==> src/sv/vsrs_pkg.sv <==
// ----------------------------------------------------------------------------
// vsrs_pkg
// Shared types and constants for the valve stall rehome sequencer.
// ----------------------------------------------------------------------------
`default_nettype none

package vsrs_pkg;

    // default width of the millisecond counters
    localparam int TIME_BITS_DEF = 18;

    // register field widths
    localparam int TRAVEL_W   = 18;
    localparam int MARGIN_W   = 16;
    localparam int DEBOUNCE_W = 8;
    localparam int GAIN_W     = 16;

    // register reset values
    localparam logic [TRAVEL_W-1:0]   TRAVEL_RESET   = 18'd60000;
    localparam logic [MARGIN_W-1:0]   MARGIN_RESET   = 16'd3000;
    localparam logic [DEBOUNCE_W-1:0] DEBOUNCE_RESET = 8'd80;
    localparam logic [GAIN_W-1:0]     GAIN_RESET     = 16'd16384;

    // apb register map
    localparam int APB_ADDR_W = 5;
    localparam int APB_DATA_W = 32;
    localparam int REG_IDX_W  = 3;
    localparam logic [REG_IDX_W-1:0] REG_TRAVEL   = 3'd0;
    localparam logic [REG_IDX_W-1:0] REG_MARGIN   = 3'd1;
    localparam logic [REG_IDX_W-1:0] REG_DEBOUNCE = 3'd2;
    localparam logic [REG_IDX_W-1:0] REG_GAIN     = 3'd3;
    localparam logic [REG_IDX_W-1:0] REG_CAL      = 3'd4;

    // position arithmetic
    localparam int POS_W     = 14;
    localparam int GAIN_FRAC = 14;
    localparam int QUO_W     = 16;
    localparam int LO_W      = 24;
    localparam logic [POS_W-1:0] POS_FULL = 14'd10000;
    localparam logic [POS_W-1:0] POS_DONE = 14'd9990;

    localparam int STALL_W = 8;

    typedef enum logic [2:0] {
        PH_IDLE    = 3'd0,
        PH_OPENING = 3'd1,
        PH_COMPUTE = 3'd2,
        PH_CLOSING = 3'd3,
        PH_DONE    = 3'd4,
        PH_ERROR   = 3'd5
    } phase_t;

    typedef enum logic [1:0] {
        EV_NONE  = 2'd0,
        EV_DONE  = 2'd1,
        EV_ERROR = 2'd2,
        EV_SKIP  = 2'd3
    } event_t;

    typedef enum logic [2:0] {
        CS_IDLE,
        CS_STEP,
        CS_MUL_LO,
        CS_MUL_HI,
        CS_DIV_INIT,
        CS_DIV,
        CS_FIN,
        CS_OUT
    } ctrl_state_t;

    typedef struct packed {
        logic load;
        logic step;
        logic mul;
        logic mul_lo;
        logic mul_hi;
        logic div_init;
        logic div_step;
        logic fin;
    } dp_cmd_t;

    typedef struct packed {
        logic is_compute;
        logic div_last;
    } dp_stat_t;

    typedef struct packed {
        event_t             event_res;
        logic               position_valid;
        logic [POS_W-1:0]   position;
        phase_t             phase;
        logic               drive_close;
        logic               drive_open;
    } result_t;

endpackage

`default_nettype wire

==> src/sv/vsrs_ctrl.sv <==
// ----------------------------------------------------------------------------
// vsrs_ctrl
// Sequencer that steps the datapath through one item and hands off results.
// ----------------------------------------------------------------------------
`default_nettype none

module vsrs_ctrl
    import vsrs_pkg::*;
(
    input  wire logic     aclk,
    input  wire logic     aresetn,
    input  wire logic     s_tvalid,
    output logic          s_tready,
    input  wire logic     out_free,
    output logic          out_load,
    output dp_cmd_t       cmd,
    input  wire dp_stat_t stat
);

    ctrl_state_t state_reg, state_next;

    always_ff @(posedge aclk) begin
        if (!aresetn) begin
            state_reg <= CS_IDLE;
        end else begin
            state_reg <= state_next;
        end
    end

    always_comb begin
        state_next = state_reg;
        s_tready   = 1'b0;
        out_load   = 1'b0;
        cmd        = '0;
        unique case (state_reg)
            CS_IDLE: begin
                s_tready = 1'b1;
                if (s_tvalid) begin
                    cmd.load   = 1'b1;
                    state_next = CS_STEP;
                end
            end
            CS_STEP: begin
                if (stat.is_compute) begin
                    cmd.mul    = 1'b1;
                    state_next = CS_MUL_LO;
                end else begin
                    cmd.step   = 1'b1;
                    state_next = CS_OUT;
                end
            end
            CS_MUL_LO: begin
                cmd.mul_lo = 1'b1;
                state_next = CS_MUL_HI;
            end
            CS_MUL_HI: begin
                cmd.mul_hi = 1'b1;
                state_next = CS_DIV_INIT;
            end
            CS_DIV_INIT: begin
                cmd.div_init = 1'b1;
                state_next   = CS_DIV;
            end
            CS_DIV: begin
                cmd.div_step = 1'b1;
                if (stat.div_last) begin
                    state_next = CS_FIN;
                end
            end
            CS_FIN: begin
                cmd.fin    = 1'b1;
                state_next = CS_OUT;
            end
            CS_OUT: begin
                if (out_free) begin
                    out_load   = 1'b1;
                    state_next = CS_IDLE;
                end
            end
            default: begin
                state_next = CS_IDLE;
            end
        endcase
    end

    a_one_cmd: assert property (@(posedge aclk) disable iff (!aresetn)
        $onehot0(cmd))
        else $error("more than one datapath command at once");

    a_load_free: assert property (@(posedge aclk) disable iff (!aresetn)
        out_load |-> out_free)
        else $error("result loaded while output register still full");

    a_fin_out: assert property (@(posedge aclk) disable iff (!aresetn)
        cmd.fin |=> (state_reg == CS_OUT))
        else $error("finished compute not followed by result handoff");

endmodule

`default_nettype wire

==> src/sv/vsrs_dp.sv <==
// ----------------------------------------------------------------------------
// vsrs_dp
// Sequence state, counters and the position multiplier and serial divider.
// ----------------------------------------------------------------------------
`default_nettype none

module vsrs_dp
    import vsrs_pkg::*;
#(
    parameter int TIME_BITS = TIME_BITS_DEF
) (
    input  wire logic                  aclk,
    input  wire logic                  aresetn,
    input  wire dp_cmd_t               cmd,
    output dp_stat_t                   stat,
    input  wire logic                  in_func,
    input  wire logic                  in_stall,
    input  wire logic                  in_fault,
    input  wire logic [TIME_BITS-1:0]  cfg_travel,
    input  wire logic [MARGIN_W-1:0]   cfg_margin,
    input  wire logic [DEBOUNCE_W-1:0] cfg_debounce,
    input  wire logic [GAIN_W-1:0]     cfg_gain,
    input  wire logic                  cfg_cal,
    output result_t                    result
);

    localparam int XW      = TIME_BITS + GAIN_W;
    localparam int NW      = XW + POS_W;
    localparam int HI_W    = XW - LO_W;
    localparam int LP_W    = LO_W + POS_W;
    localparam int HP_W    = HI_W + POS_W;
    localparam int SUM_W   = ((TIME_BITS > MARGIN_W) ? TIME_BITS : MARGIN_W) + 1;
    localparam int CNT_W   = $clog2(QUO_W);

    // sequence state
    phase_t               phase_reg, phase_next;
    logic [TIME_BITS-1:0] elapsed_reg, elapsed_next;
    logic [TIME_BITS-1:0] open_reg, open_next;
    logic [STALL_W-1:0]   stall_cnt_reg, stall_cnt_next;
    logic [POS_W-1:0]     recovered_reg, recovered_next;
    logic [POS_W-1:0]     current_reg, current_next;
    logic                 valid_reg, valid_next;
    event_t               event_reg, event_next;

    // latched input item
    logic func_reg, func_next;
    logic stall_reg, stall_next;
    logic fault_reg, fault_next;

    // arithmetic
    logic [XW-1:0]        x_reg, x_next;
    logic [NW-1:0]        n_reg, n_next;
    logic [TIME_BITS-1:0] rem_reg, rem_next;
    logic [QUO_W-1:0]     q_reg, q_next;
    logic [CNT_W-1:0]     cnt_reg, cnt_next;

    logic [TIME_BITS-1:0] diff;
    logic [XW-1:0]        x_prod;
    logic [LP_W-1:0]      lo_prod;
    logic [HP_W-1:0]      hi_prod;
    logic [TIME_BITS:0]   trial;
    logic [TIME_BITS:0]   divisor;
    logic [TIME_BITS-1:0] el_inc;
    logic [STALL_W-1:0]   sc_new;
    logic                 stall_hit;
    logic                 overtime;
    logic [SUM_W-1:0]     limit_sum;
    logic                 pos_sat;
    logic [POS_W-1:0]     pos_calc;

    always_ff @(posedge aclk) begin
        if (!aresetn) begin
            phase_reg     <= PH_IDLE;
            elapsed_reg   <= '0;
            open_reg      <= '0;
            stall_cnt_reg <= '0;
            recovered_reg <= '0;
            current_reg   <= '0;
            valid_reg     <= 1'b0;
            event_reg     <= EV_NONE;
        end else begin
            phase_reg     <= phase_next;
            elapsed_reg   <= elapsed_next;
            open_reg      <= open_next;
            stall_cnt_reg <= stall_cnt_next;
            recovered_reg <= recovered_next;
            current_reg   <= current_next;
            valid_reg     <= valid_next;
            event_reg     <= event_next;
        end
    end

    always_ff @(posedge aclk) begin
        func_reg  <= func_next;
        stall_reg <= stall_next;
        fault_reg <= fault_next;
        x_reg     <= x_next;
        n_reg     <= n_next;
        rem_reg   <= rem_next;
        q_reg     <= q_next;
        cnt_reg   <= cnt_next;
    end

    // saturating time and stall counters
    assign el_inc    = (elapsed_reg == '1) ? elapsed_reg : elapsed_reg + TIME_BITS'(1);
    assign sc_new    = !stall_reg ? '0 :
                       (stall_cnt_reg == '1) ? stall_cnt_reg : stall_cnt_reg + STALL_W'(1);
    assign stall_hit = stall_reg && (sc_new >= cfg_debounce);
    assign limit_sum = SUM_W'(cfg_travel) + SUM_W'(cfg_margin);
    assign overtime  = SUM_W'(el_inc) > limit_sum;

    // (T - O) * G, then times 10000 in two partial products
    assign diff    = cfg_travel - open_reg;
    assign x_prod  = XW'(diff) * XW'(cfg_gain);
    assign lo_prod = LP_W'(x_reg[LO_W-1:0]) * LP_W'(POS_FULL);
    assign hi_prod = HP_W'(x_reg[XW-1:LO_W]) * HP_W'(POS_FULL);

    // restoring divide of (n >> 14) by T, one quotient bit a cycle
    assign divisor = {1'b0, cfg_travel};
    assign trial   = {rem_reg, q_reg[QUO_W-1]};

    // open time past travel, zero travel or a quotient above full scale reads as full open
    assign pos_sat  = (cfg_travel == '0) || (open_reg > cfg_travel) ||
                      (q_reg > QUO_W'(POS_FULL));
    assign pos_calc = pos_sat ? POS_FULL : q_reg[POS_W-1:0];

    always_comb begin
        phase_next     = phase_reg;
        elapsed_next   = elapsed_reg;
        open_next      = open_reg;
        stall_cnt_next = stall_cnt_reg;
        recovered_next = recovered_reg;
        current_next   = current_reg;
        valid_next     = valid_reg;
        event_next     = event_reg;
        func_next      = func_reg;
        stall_next     = stall_reg;
        fault_next     = fault_reg;
        x_next         = x_reg;
        n_next         = n_reg;
        rem_next       = rem_reg;
        q_next         = q_reg;
        cnt_next       = cnt_reg;

        if (cmd.load) begin
            func_next  = in_func;
            stall_next = in_stall;
            fault_next = in_fault;
        end

        if (cmd.step) begin
            valid_next = 1'b0;
            event_next = EV_NONE;
            if (func_reg) begin
                priority if (!cfg_cal) begin
                    event_next = EV_SKIP;
                end else if (stall_reg || fault_reg) begin
                    phase_next = PH_ERROR;
                end else begin
                    elapsed_next   = '0;
                    stall_cnt_next = '0;
                    phase_next     = PH_OPENING;
                end
            end else begin
                unique case (phase_reg)
                    PH_OPENING: begin
                        elapsed_next = el_inc;
                        if (overtime) begin
                            phase_next = PH_ERROR;
                        end else begin
                            stall_cnt_next = sc_new;
                            if (stall_hit) begin
                                open_next    = el_inc;
                                current_next = POS_FULL;
                                valid_next   = 1'b1;
                                phase_next   = PH_COMPUTE;
                            end
                        end
                    end
                    PH_CLOSING: begin
                        elapsed_next   = el_inc;
                        stall_cnt_next = sc_new;
                        if (stall_hit || (el_inc >= open_reg)) begin
                            phase_next = PH_DONE;
                        end
                    end
                    PH_DONE: begin
                        current_next = recovered_reg;
                        valid_next   = 1'b1;
                        event_next   = EV_DONE;
                        phase_next   = PH_IDLE;
                    end
                    PH_ERROR: begin
                        event_next = EV_ERROR;
                        phase_next = PH_IDLE;
                    end
                    default: begin
                        phase_next = PH_IDLE;
                    end
                endcase
            end
        end

        if (cmd.mul) begin
            x_next = x_prod;
        end
        if (cmd.mul_lo) begin
            n_next = NW'(lo_prod);
        end
        if (cmd.mul_hi) begin
            n_next = n_reg + (NW'(hi_prod) << LO_W);
        end
        if (cmd.div_init) begin
            rem_next = n_reg[NW-1:GAIN_FRAC+QUO_W];
            q_next   = n_reg[GAIN_FRAC+QUO_W-1:GAIN_FRAC];
            cnt_next = CNT_W'(QUO_W - 1);
        end
        if (cmd.div_step) begin
            if (trial >= divisor) begin
                rem_next = TIME_BITS'(trial - divisor);
                q_next   = {q_reg[QUO_W-2:0], 1'b1};
            end else begin
                rem_next = trial[TIME_BITS-1:0];
                q_next   = {q_reg[QUO_W-2:0], 1'b0};
            end
            cnt_next = cnt_reg - CNT_W'(1);
        end

        if (cmd.fin) begin
            valid_next     = 1'b1;
            event_next     = EV_NONE;
            recovered_next = pos_calc;
            current_next   = pos_calc;
            if (pos_calc >= POS_DONE) begin
                phase_next = PH_DONE;
            end else begin
                elapsed_next   = '0;
                stall_cnt_next = '0;
                phase_next     = PH_CLOSING;
            end
        end
    end

    assign stat.is_compute = !func_reg && (phase_reg == PH_COMPUTE);
    assign stat.div_last   = (cnt_reg == '0);

    assign result.drive_open     = (phase_reg == PH_OPENING);
    assign result.drive_close    = (phase_reg == PH_CLOSING);
    assign result.phase          = phase_reg;
    assign result.position       = current_reg;
    assign result.position_valid = valid_reg;
    assign result.event_res      = event_reg;

    a_compute_full: assert property (@(posedge aclk) disable iff (!aresetn)
        (phase_reg == PH_COMPUTE) |-> (current_reg == POS_FULL))
        else $error("compute phase without full open position");

    a_closing_pos: assert property (@(posedge aclk) disable iff (!aresetn)
        (phase_reg == PH_CLOSING) |->
            ((recovered_reg < POS_DONE) && (current_reg == recovered_reg)))
        else $error("closing phase with inconsistent recovered position");

    a_div_rem: assert property (@(posedge aclk) disable iff (!aresetn)
        (cmd.div_step && (cfg_travel != '0) && (open_reg <= cfg_travel)) |->
            (rem_reg < cfg_travel))
        else $error("divider remainder out of range");

endmodule

`default_nettype wire

==> src/sv/valve_stall_rehome_sequencer_unit.sv <==
// ----------------------------------------------------------------------------
// valve_stall_rehome_sequencer_unit
// Top level: apb registers, sequencer, datapath and result output register.
// ----------------------------------------------------------------------------
// Each input transfer is a 1 ms tick or a start command with the stall and
// fault samples. Every input gives exactly one result transfer. The tick in
// the compute phase takes longer than a plain tick or start, as it runs the
// two partial products of the position multiply and the 16-step restoring
// divider. A new input is taken once the result of the previous one is in
// the output register, while that result may still wait on the output; the
// block stalls only when a second result is ready before the first one is
// taken. Registers are to be written over apb only while no input is in
// work; the block itself does not enforce it.
`default_nettype none

module valve_stall_rehome_sequencer_unit
    import vsrs_pkg::*;
#(
    parameter int TIME_BITS = TIME_BITS_DEF
) (
    input  wire logic                  aclk,
    input  wire logic                  aresetn,
    // apb
    input  wire logic                  psel,
    input  wire logic                  penable,
    input  wire logic                  pwrite,
    input  wire logic [APB_ADDR_W-1:0] paddr,
    input  wire logic [APB_DATA_W-1:0] pwdata,
    output logic      [APB_DATA_W-1:0] prdata,
    output logic                       pready,
    // input stream
    input  wire logic                  s_tvalid,
    output logic                       s_tready,
    input  wire logic [7:0]            s_tdata,  // stall_active, fault_active, zero pad
    input  wire logic                  s_tuser,  // func
    // result stream
    output logic                       m_tvalid,
    input  wire logic                  m_tready,
    output logic      [23:0]           m_tdata   // drive_open, drive_close, phase[3],
                                                 // position[14], position_valid,
                                                 // event_res[2], zero pad
);

    localparam int TT_W = (TIME_BITS < TRAVEL_W) ? TIME_BITS : TRAVEL_W;

    logic [TT_W-1:0]       travel_reg;
    logic [MARGIN_W-1:0]   margin_reg;
    logic [DEBOUNCE_W-1:0] debounce_reg;
    logic [GAIN_W-1:0]     gain_reg;
    logic                  cal_reg;

    logic [REG_IDX_W-1:0]  reg_idx;
    logic                  cfg_wr;

    dp_cmd_t  cmd;
    dp_stat_t stat;
    result_t  dp_result;
    result_t  out_reg;
    logic     m_tvalid_reg;
    logic     out_free;
    logic     out_load;

    assign pready  = 1'b1;
    assign reg_idx = paddr[APB_ADDR_W-1:2];
    assign cfg_wr  = psel && penable && pwrite && pready;

    always_ff @(posedge aclk) begin
        if (!aresetn) begin
            travel_reg   <= TT_W'(TRAVEL_RESET);
            margin_reg   <= MARGIN_RESET;
            debounce_reg <= DEBOUNCE_RESET;
            gain_reg     <= GAIN_RESET;
            cal_reg      <= 1'b0;
        end else if (cfg_wr) begin
            case (reg_idx)
                REG_TRAVEL:   travel_reg   <= pwdata[TT_W-1:0];
                REG_MARGIN:   margin_reg   <= pwdata[MARGIN_W-1:0];
                REG_DEBOUNCE: debounce_reg <= pwdata[DEBOUNCE_W-1:0];
                REG_GAIN:     gain_reg     <= pwdata[GAIN_W-1:0];
                REG_CAL:      cal_reg      <= pwdata[0];
                default: begin
                end
            endcase
        end
    end

    always_comb begin
        case (reg_idx)
            REG_TRAVEL:   prdata = APB_DATA_W'(travel_reg);
            REG_MARGIN:   prdata = APB_DATA_W'(margin_reg);
            REG_DEBOUNCE: prdata = APB_DATA_W'(debounce_reg);
            REG_GAIN:     prdata = APB_DATA_W'(gain_reg);
            REG_CAL:      prdata = APB_DATA_W'(cal_reg);
            default:      prdata = '0;
        endcase
    end

    vsrs_ctrl u_ctrl (
        .aclk     (aclk),
        .aresetn  (aresetn),
        .s_tvalid (s_tvalid),
        .s_tready (s_tready),
        .out_free (out_free),
        .out_load (out_load),
        .cmd      (cmd),
        .stat     (stat)
    );

    vsrs_dp #(
        .TIME_BITS (TIME_BITS)
    ) u_dp (
        .aclk         (aclk),
        .aresetn      (aresetn),
        .cmd          (cmd),
        .stat         (stat),
        .in_func      (s_tuser),
        .in_stall     (s_tdata[0]),
        .in_fault     (s_tdata[1]),
        .cfg_travel   (TIME_BITS'(travel_reg)),
        .cfg_margin   (margin_reg),
        .cfg_debounce (debounce_reg),
        .cfg_gain     (gain_reg),
        .cfg_cal      (cal_reg),
        .result       (dp_result)
    );

    // output register, refilled in the cycle it drains
    assign out_free = !m_tvalid_reg || m_tready;

    always_ff @(posedge aclk) begin
        if (!aresetn) begin
            m_tvalid_reg <= 1'b0;
        end else if (out_load) begin
            m_tvalid_reg <= 1'b1;
        end else if (m_tready) begin
            m_tvalid_reg <= 1'b0;
        end
    end

    always_ff @(posedge aclk) begin
        if (out_load) begin
            out_reg <= dp_result;
        end
    end

    assign m_tvalid = m_tvalid_reg;
    assign m_tdata  = {2'b00, out_reg.event_res, out_reg.position_valid,
                       out_reg.position, out_reg.phase,
                       out_reg.drive_close, out_reg.drive_open};

endmodule

`default_nettype wire
==> config.mk <==
export PLATFORM = sky130hd
export DESIGN_NAME = valve_stall_rehome_sequencer_unit
export DESIGN_NICKNAME = d
export VERILOG_FILES = /design/src/sv/vsrs_pkg.sv /design/src/sv/vsrs_ctrl.sv /design/src/sv/vsrs_dp.sv /design/src/sv/valve_stall_rehome_sequencer_unit.sv
export SDC_FILE = /design/constraint.sdc
export NUM_CORES = 2
export LEC_CHECK = 0
export BUFFER_PORTS_ARGS = -buffer_cell sky130_fd_sc_hd__buf_2
export CORE_MARGIN = 1.5
export CORE_UTILIZATION = 59
export DETAILED_ROUTE_END_ITERATION = 12
export PLACE_DENSITY = 0.83
export SLEW_MARGIN = 20
export SYNTH_ARGS = -nofsm -noshare
export SYNTH_HDL_FRONTEND = slang
export SYNTH_SLANG_ARGS = --single-unit
==> constraint.sdc <==
create_clock -name aclk -period 7.35 [get_ports aclk]
set_clock_uncertainty 0.2 [all_clocks]
set_input_delay 1.47 -clock aclk [delete_from_list [all_inputs] [get_ports aclk]]
set_output_delay 1.47 -clock aclk [all_outputs]
set_load 0.01 [all_outputs]
==> impl_results.md <==
- Max cap viols: 0
- Clock buffer depth: 3
- Initial DRC count: 2182
- Hold wc startpoint: u_dp.event_reg[1]
- Full die area: 52690 µm²
- CTS Root Cell: clkbuf_16
- Clock latency on the worst-skew pair: 0.60 ns
- Seq/Total Area, Yosys: between 20% and 30%
- Worst hold path depth: 0
- Placeable Area: 50380 µm²
- Syn_area_per_cell: a little over 9 µm²
- Antenna violations before repair: 3
- Setup ws final: -0.7411 ns
- RR Endpoint: u_dp.x_reg[25]
- Post-synth ARST share: 0%
- Fin nets: 4271
- Upper clock frequency limit: roughly 120 MHz
- Final min period: approximately 8.1 ns
- Cts hold-fix bufs: 0
- Most frequent CP cell: fa_1
- Top cells by count, synth: 568 x inv_1, 402 x nand2_1, 372 x ha_1, 301 x fa_1, 166 x nor2_1
- Total Wirelength: 79460 µm
- Main synth FF type: dfxtp_1
- Layout area overhead: 13.87%
- Chip Width: approximately 230 µm
- Largest stage delay, worst path: 0.59 ns
- Area contributors post-synth: fa_1 20%, ha_1 15%, edfxtp_1 13%, dfxtp_1 9.3%, inv_1 7.0%
- Routed len/inst: 18.74 µm
- CP endpoint kind: flop
- Post-synthesis cell count: around 3300
- Maximum fanout along the worst path: 6
- First-pass GRT wire length: between 100000 and 150000 µm
- Slew margin rel.: around a fifth
- Final Slew Violations: 0
- Clock-pin slew on the worst setup and hold paths: around 0.060 ns
- Final Hold Fails: 0
- Rows: slightly above 80
- Largest net degree at the start of global routing: 83
- Worst Reg-to-Reg Cells: 34
- Crit start category: flop
- Final Hold Slack: roughly 0.23 ns
- Tot Pwr: 4736 µW
- Violated checks: setup timing
- Crit share post-route: 110.1%
- Critical path type: reg -> reg
- Cell taking the most area after synthesis: fa_1
- Reg2reg setup slack: -0.74 ns
- Final GP Congestion: about 0.91
- Gr ovfl total: 0
- DRC viols: 0
- Top-area cell type share of the netlist area: about a fifth
- Hold EP: m_tdata[21]
- Number of flops mapped to enable cells by yosys: roughly 130
- Die height: about 230 µm
- FF+latch area: between 6000 and 7000 µm²
- Routed vias: between 20000 and 25000
- Peak VDD IR: between 0.00015 and 0.0002 V
- Multi-input logic area: roughly 22000 µm²
- Vias per cell: approximately 5.8
- Initial Util: 60.10%
- Setup TNS: -9.671 ns
- Fill count: approximately 3500
- TritonRoute pass-1 iters: 5
- Number of global-route vias before repair: between 20000 and 25000
- Port bufs: 72
- Worst path slowest cell: fa_1
- CP required: roughly 7.5 ns
- Synth warn: 0
- Post-Synthesis Cell Area: just over 30000 µm²
- Share of cells above drive strength 1: 14.66%
- Arrival time worst endpoint: approximately 8 ns
- CTS tree: built
- Io pins: 112
- Library cells used by synthesis: 100
- Final Setup Violations: 19
- Routed Antenna Nets: 0
- Count leader, synth: inv_1
- Hold WC Path Type: reg -> reg
- Yosys reg bits: about 270
- Clk sinks: around 270
- Inserted Clock Buffers: 29
- Htree depth: 1
- Slew @ Worst Pin: between 1 and 1.5 ns
- R2r startpoint: u_dp.open_reg[3]
- P per Cell Area: approximately 140 nW/µm²
- Leakage: approximately 0.016 µW
- GRT Overall Usage: roughly 30%
- DP HPWL: about 59000 µm
- Outcome: finished with violations
- RSZ-0062 raised after global routing: yes
where the power goes:
part	internal, µW	switching, µW	total, µW
Combinational	526	829	1350
Sequential	1800	119	1910
Clock	827	639	1470
Total	3150	1590	4740
stage by stage:
stage          cells  utilization, %  worst slack, ns  area (µm²)
3_3_place_gp    4145           64.37          -0.6430       32430
4_1_cts         4231           67.56          -0.5929       34030
6_report        4241           68.44          -0.7411       34480
5_1_grt         4239           68.43           -1.000       34470
2_1_floorplan   3358               -          -0.2434       30520
3_5_place_dp    4145           64.37          -0.7783       32430
worst max-delay path by stage:
| stage | cells after the start | end | startpoint |
|---|---|---|---|
| after floorplan | 33 | u_dp.x_reg[32] | travel_reg[0] |
| after global placement | 31 | u_dp.x_reg[32] | u_dp.open_reg[0] |
| after detailed placement | 33 | u_dp.x_reg[31] | u_dp.open_reg[0] |
| after CTS | 35 | u_dp.x_reg[30] | u_dp.open_reg[1] |
| after global routing | 33 | u_dp.x_reg[32] | travel_reg[0] |
| final | 34 | u_dp.x_reg[25] | u_dp.open_reg[3] |
cells by family (layout without fill, tap and decap cells):
logic type | after synthesis | count (layout) | share of synthesized area (%)
AOI/OAI and AO/OA | 566 | 566 | 12.72
xor gates and xnor gates | 134 | 134 | 3.901
adders and majority gates | 673 | 673 | 35.27
buffers and inverters | 693 | 902 | 8.909
DFF | 272 | 272 | 22.31
muxes | 47 | 47 | 1.868
other | 2 | 19 | 0.02480
and+or+nand+nor | 956 | 956 | 14.98
placed cells by master (no fill, tap or decap), types with 13 or more instances in the layout:
master	netlist	routed
o21ai_2	2	13
nor3_1	39	35
conb_1	2	17
a21o_1	59	59
a21oi_1	151	130
ha_1	372	358
o211ai_1	15	15
o21ai_0	93	80
and2_1	123	121
clkbuf_16	0	31
xor2_1	47	44
fa_1	301	293
edfxtp_1	131	131
nand2b_1	26	25
and3_1	16	15
ha_4	0	13
mux2i_1	37	37
nand2_1	402	393
buf_6	2	16
nand3_1	43	41
a21oi_2	5	20
nor2_1	166	156
inv_2	1	16
dfxtp_1	141	135
inv_1	568	553
o21a_1	32	32
xnor2_1	86	72
nor2b_1	78	73
nand4_1	18	18
buf_2	11	72
a22oi_1	23	23
a21boi_0	45	44
buf_4	18	185
layer usage:
layer / GRT usage (%) / routed length (µm) / vias up
met5: 0 / 12 / -
li1: - / - / 11340
met2: 49.33 / 37330 / 1102
met1: 38.19 / 31540 / 11880
met4: 13.43 / 4345 / 2
met3: 4.706 / 6229 / 310
area by class of cell:
type                       count  share of cell area [%]
multi-input combinational   2393                   63.00
sequential                   272                   19.63
inverter                     569                   6.195
timing repair buffer         280                   6.024
tap                          672                   2.439
clock buffer                  42                   2.428
clock inverter                11                  0.2649
antenna                        2                 0.01452
worst max-delay path: cells and delay by family, from the launching register on:
family | cells | cell delay, ns
compound gates | 11 | 1.91
xor+xnor | 2 | 0.31
fa+ha+maj | 8 | 3.60
buf+inv | 8 | 0.93
flops | 1 | 0.31
simple gates | 5 | 0.58
repair_timing:
action,4_1_cts,5_1_grt
resized for setup,78,87
buffers inserted,35,14
pin swaps,46,86
endpoints found under the setup margin,19,23
(Power assumes the default switching activity.)
